[config.mk]
export PLATFORM = sky130hd
export DESIGN_NAME = smp_queue
export DESIGN_NICKNAME = d
export VERILOG_FILES = /design/src/design/smp_pkg.sv /design/src/design/smp_queue.sv
export SDC_FILE = /design/constraint.sdc
export NUM_CORES = 1
export LEC_CHECK = 0
export BUFFER_PORTS_ARGS = -buffer_cell sky130_fd_sc_hd__buf_2
export CAP_MARGIN = 20
export CORE_ASPECT_RATIO = 2
export CORE_MARGIN = 2
export CORE_UTILIZATION = 25
export DETAILED_ROUTE_END_ITERATION = 6
export PLACE_DENSITY = 0.42
export SLEW_MARGIN = 25
export SYNTH_ARGS = -nofsm -noshare
export SYNTH_HDL_FRONTEND = slang
export SYNTH_SLANG_ARGS = --single-unit
[constraint.sdc]
create_clock -name clk -period 4.37 [get_ports clk]
set_clock_uncertainty 0.2 [all_clocks]
set_input_delay 0.874 -clock clk [delete_from_list [all_inputs] [get_ports clk]]
set_output_delay 0.874 -clock clk [all_outputs]
set_load 0.02 [all_outputs]
[src/design/smp_pkg.sv]
package smp_pkg;

    localparam int TIME_WIDTH_DEF = 20;
    localparam int NUM_AXES       = 4;
    localparam int MIN_DURATION   = 100;
    localparam int MS_PER_SEC     = 1000;
    localparam int DEG_SPAN       = 180;
    localparam int QUEUE_DEPTH    = 2;

    typedef enum logic [1:0] {
        OP_MOVE = 2'd0,
        OP_TICK = 2'd1,
        OP_STOP = 2'd2,
        OP_NONE = 2'd3
    } op_t;

    typedef enum logic [2:0] {
        REG_SPEED     = 3'd0,
        REG_GAINS     = 3'd1,
        REG_OFFSETS   = 3'd2,
        REG_LIMIT_LO  = 3'd3,
        REG_LIMIT_HI  = 3'd4,
        REG_PULSE_LO  = 3'd5,
        REG_PULSE_HI  = 3'd6,
        REG_UNUSED    = 3'd7
    } reg_idx_t;

    typedef enum logic [1:0] {
        K_MOVE,
        K_TICK,
        K_STOP,
        K_NOP
    } kind_t;

    typedef enum logic [3:0] {
        S_IDLE,
        S_DUR_MUL,
        S_DUR_GO,
        S_DUR_WAIT,
        S_T_WAIT,
        S_K1,
        S_K2,
        S_K3,
        S_INT_MUL,
        S_INT_ADD,
        S_CAL_MUL,
        S_CAL_DEG,
        S_CAL_SPAN,
        S_CAL_GO,
        S_CAL_WAIT,
        S_EMIT
    } state_t;

    typedef struct packed {
        kind_t             kind;
        logic [3:0][15:0]  ang;
    } item_t;

    typedef struct packed {
        logic [9:0]  speed;
        logic [63:0] gains;
        logic [63:0] offsets;
        logic [63:0] limit_lo;
        logic [63:0] limit_hi;
        logic [47:0] pulse_lo;
        logic [47:0] pulse_hi;
    } cfg_t;

    typedef struct packed {
        logic [3:0][11:0] pulse;
        logic             pulses_valid;
        logic             moving;
    } res_t;

    function automatic logic signed [15:0] lane16(input logic [63:0] r, input logic [1:0] i);
        lane16 = signed'(r[i*16 +: 16]);
    endfunction

    function automatic logic [11:0] lane12(input logic [47:0] r, input logic [1:0] i);
        lane12 = r[i*12 +: 12];
    endfunction

endpackage

[src/design/smp_queue.sv]
module smp_queue (
    input  logic               clk,
    input  logic               rst_n,
    input  logic               in_valid,
    output logic               in_ready,
    input  logic [1:0]         op,
    input  logic [15:0]        base_angle,
    input  logic [15:0]        shoulder_angle,
    input  logic [15:0]        elbow_angle,
    input  logic [15:0]        gripper_angle,
    output logic               q_valid,
    output smp_pkg::item_t     q_item,
    input  logic               q_pop
);
    import smp_pkg::*;

    item_t      mem_reg [QUEUE_DEPTH];
    logic       wr_ptr_reg;
    logic       rd_ptr_reg;
    logic [1:0] cnt_reg;
    item_t      new_item;
    logic       push;
    logic       pop;

    always_comb
    begin
        unique case (op_t'(op))
            OP_MOVE: new_item.kind = K_MOVE;
            OP_TICK: new_item.kind = K_TICK;
            OP_STOP: new_item.kind = K_STOP;
            default: new_item.kind = K_NOP;
        endcase
        new_item.ang = {gripper_angle, elbow_angle, shoulder_angle, base_angle};
    end

    assign in_ready = (cnt_reg != 2'(QUEUE_DEPTH));
    assign push     = in_valid && in_ready;
    assign q_valid  = (cnt_reg != 2'd0);
    assign pop      = q_pop && q_valid;
    assign q_item   = mem_reg[rd_ptr_reg];

    always_ff @(posedge clk)
    begin
        if (push)
        begin
            mem_reg[wr_ptr_reg] <= new_item;
        end
    end

    always_ff @(posedge clk or negedge rst_n)
    begin
        if (!rst_n)
        begin
            wr_ptr_reg <= 1'b0;
            rd_ptr_reg <= 1'b0;
            cnt_reg    <= 2'd0;
        end
        else
        begin
            if (push)
            begin
                wr_ptr_reg <= ~wr_ptr_reg;
            end
            if (pop)
            begin
                rd_ptr_reg <= ~rd_ptr_reg;
            end
            cnt_reg <= cnt_reg + 2'(push) - 2'(pop);
        end
    end

endmodule

[Yosys cells after proc, flatten, opt, wreduce, memory -nomap -nowiden]
Memory sizes are Yosys's and may differ from the RTL's.
Index checks and enable logic that the tools add are counted.
Cells by class
  eq/ne operators: 3
  bitwise gates (word level): 2
  multiplexer cells: 3
  reduce and logical (&&, ||, !) cells: 4
  add/sub/neg operators: 2
Operators with widths (number)
  case mux 2 bit (3 select lines): 1
  adder 2 x 1 -> 2 bit: 1
  == test 2 x 1 -> 1 bit (second input constant): 1
  == test 2 bit (second input constant): 1
  logical AND 1 bit: 2
  logical NOT 2 bit: 1
  2-to-1 mux 1 bit: 2
  inequality test 2 bit (second input constant): 1
  NOT 1 bit: 2
  nonzero test 2 bit: 1
  subtractor 2 x 1 -> 2 bit: 1
Storage, ports and cells
  bits in registers: 4
  output and inout bits: 68
  memories: 1
  RAM bits: 132
Memory list
  mem_reg: words 2, bits a word 66, rd ports 1, clocked after Yosys merged registers in 0, wr ports 1, line smp_queue.sv:17  | item_t mem_reg [QUEUE_DEPTH];

[Longest topological paths before layout]
  depth in word-level cells: 4
  mapped depth: 7
  mapped depth without buffers: 7

[Least setup slack after synthesis]
Ideal clock, no wire load.
  kind: input port to flip-flop
  start: input port in_valid
  end: memory mem_reg[0][0] (netlist bit), enable pin
  path buffers: 0
  setup slack: -0.054 ns
  arrival time: 3.734 ns
  stages: 2
  library setup time: 0.490 ns
  cell sequence: nand2_1 nor2_1
On the way
  word-level cells in the longest chain between the ends: 3
RTL lines
  start, declared: line smp_queue.sv:4  | input logic in_valid,
  logical AND 1 bit: line smp_queue.sv:37  | assign push = in_valid && in_ready;
  2-to-1 mux 1 bit: line smp_queue.sv:44  | if (push)
  2-to-1 mux 1 bit (not written as such): line smp_queue.sv:46  | mem_reg[wr_ptr_reg] <= new_item;
  end, declared: line smp_queue.sv:17
No other way between the ends.

==> flow_summary.toml <==
[critical_path]
required_ns = 3.30
crit_fanout = 25
crit_path_end_kind = "output pin"
rr_worst_depth = 4
worstPathArrival_ns = 2.12
start_kind = "flop"
r2r_end = "mem_reg[0][9]"
r2r_setup_slack_ns = 2.11
r2r-start = "cnt_reg[1]"
worstSetupPathType = "flop to output pin"

[clock_network]
clk_transition_reported_paths_ns = 0.06
clock_path_buffers = 2
clock_sinks = 136
cts-root-buf = "clkbuf_16"
cts_buffers = 17
htreeDepth = 4
hold_buffers = 0
ctsResizeCount = 0
clock_latency_ns = 0.43
cts_post_setup_buffers_inserted = 0
cts_tree = "built"

[floorplanning]
design.die.area_um2 = 21500
initial_core_util = 0.255
die_h_um = 206
num_io_pins = 138
core_um2 = 19900
die_w_um = 105
rows = 73

[sta]
timing.slew.headroom = 0.472
slew_viol_final = 0
whs_ns = 0.0405
worstMarginPinSlew_ns = 0.790
finalSetupViolations = 0
min_period_over_period = 0.731
setup_tns_ns = 0
fmax_mhz = 313
rsz0062_at_grt = "no"
period_minus_slack_ns = 3.19
finalHoldViolCount = 0

[global_routing]
overflow = 0
grt_max_degree = 67
grt.busiest_layer = "met2"
grt.total_usage = 0.106
grt_use_met2 = 0.196
grt.met3_usage = 0.0361
antenna_found_initial = 2
grt_pass1_wl_um = 16400
met1_usage = 0.0982
grt_pass1_vias = 2954

[logic_synthesis]
ys_types = 18
syn_inst = 224
yosysTopAreaCell = "edfxtp_1"
avgSynthCellArea_um2 = 22.7
yosysWarnings = 0
synthTopCellsByArea = "edfxtp_1, mux2_4, mux2_2, dfrtp_1, buf_6"
syn_area_um2 = 5080
seq_area_frac_synth = 0.800
syn_nets = 296
synth-seq-cells = 136
synth_top_area_frac = 0.780

[placement]
place_inst = 618
portBuffers = 137
routabilityCongestion = 0.669
hpwl_um = 7160

[power_and_ir_drop]
leakage_nw = 2.60
powerDensity_nw_per_um2 = 747
power.total_mw = 5.08
ir_drop_mv = 0.497

[detailed_routing]
initialDrtViolationCount = 98
viasPerCell = 4.01
drt-pass1-iter-count = 4
wirelength_um = 10800
wl_per_cell_um = 16.6
num_vias = 2617
ant_nets = 0
drc_errors = 0

[run_status]
status = "finished, final reports clean"

[final_layout]
ff_latch_area_um2 = 4070
multi_input_comb_area_um2 = 961
largest_reg_flops = 132
fin_cells = 652
final_layout_size_suffix_gt1_frac = 0.614
syn_to_final_growth_pct = 33.8
num-nets-final = 448
fillers = 1999

[job]
drv.max_cap_violation_count = 0

[hold_path]
hold_class = "input pin to async pin"
## cell usage in the layout, fill, tap and decap left out
| master | instances |
|---|---|
| buf_4 | 1 |
| clkinv_2 | 1 |
| diode_2 | 1 |
| buf_12 | 4 |
| clkinv_4 | 3 |
| nor2_4 | 1 |
| clkinv_1 | 2 |
| inv_1 | 1 |
| buf_2 | 137 |
| bufinv_16 | 6 |
| and2_1 | 1 |
| nand2_1 | 1 |
| dfrtp_4 | 1 |
| or2_1 | 1 |
| mux2_4 | 30 |
| clkbuf_1 | 2 |
| xnor2_1 | 3 |
| nand2b_1 | 1 |
| ha_1 | 2 |
| xor2_1 | 1 |
| edfxtp_1 | 132 |
| dfrtp_1 | 3 |
| mux2_2 | 36 |
| and3_4 | 1 |
| clkbuf_16 | 17 |
| clkinvlp_4 | 1 |
## stage by stage
stage	area [um^2]	util	setup slack [ns]
after floorplan	5080	-	1.05
after global routing	6790	0.341	1.05
after detailed placement	6110	0.307	1.58
after CTS	6770	0.340	1.10
final	6800	0.341	1.18
after global placement	6070	0.305	1.46
## report_power, final
group          leakage (nW)  switching, mW  internal [mW]
sequential             1.27          0.119           1.79
combinational          1.01          0.895          0.673
clock                 0.316          0.538           1.07
## routing by layer
metal | wire length [um] | vias to the layer above
met5 | 7 | -
met4 | 333 | 2
met3 | 584 | 17
met2 | 6230 | 97
met1 | 3670 | 1309
li1 | - | 1192
## worst max-delay path, stage by stage (launching register included)
cell     delay, ns
dfrtp_4       0.66
buf_12        0.25
buf_12        0.23
mux2_2        0.37
buf_2         0.16
## cell type report
type | count | share of cell area
Sequential cell | 136 | 0.599
Multi-Input combinational cell | 78 | 0.141
Timing Repair Buffer | 142 | 0.114
Clock buffer | 19 | 0.0637
Tap cell | 262 | 0.0482
Clock inverter | 13 | 0.0333
Inverter | 1 | 0.000552
Antenna cell | 1 | 0.000368
## worst max path at each step
stage               endpoint        from  depth (start not counted)
6_report          q_item[18]  rd_ptr_reg                          4
3_5_place_dp      q_item[18]  rd_ptr_reg                          4
4_1_cts           q_item[18]  rd_ptr_reg                          4
3_3_place_gp       q_item[6]  rd_ptr_reg                          2
5_1_grt           q_item[20]  rd_ptr_reg                          4
2_1_floorplan  mem_reg[0][0]    in_valid                          2
## cell families after synthesis
family | synth area share
buf+inv | 0.0133
fa+ha+maj | 0.00493
xor+xnor | 0.00690
flops | 0.800
mux | 0.168
simple gates | 0.00641
## cell usage after synthesis
cell type,number
xnor2_1,3
mux2_4,30
buf_2,3
buf_6,3
and3_1,1
clkbuf_1,2
mux2_2,36
dfrtp_1,4
or2_1,1
edfxtp_1,132
inv_1,1
and2_1,1
xor2_1,1
nand2b_1,1
nand2_1,1
ha_1,2
buf_4,1
nor2_1,1
No activity file was read; power rests on OpenSTA's default activity.
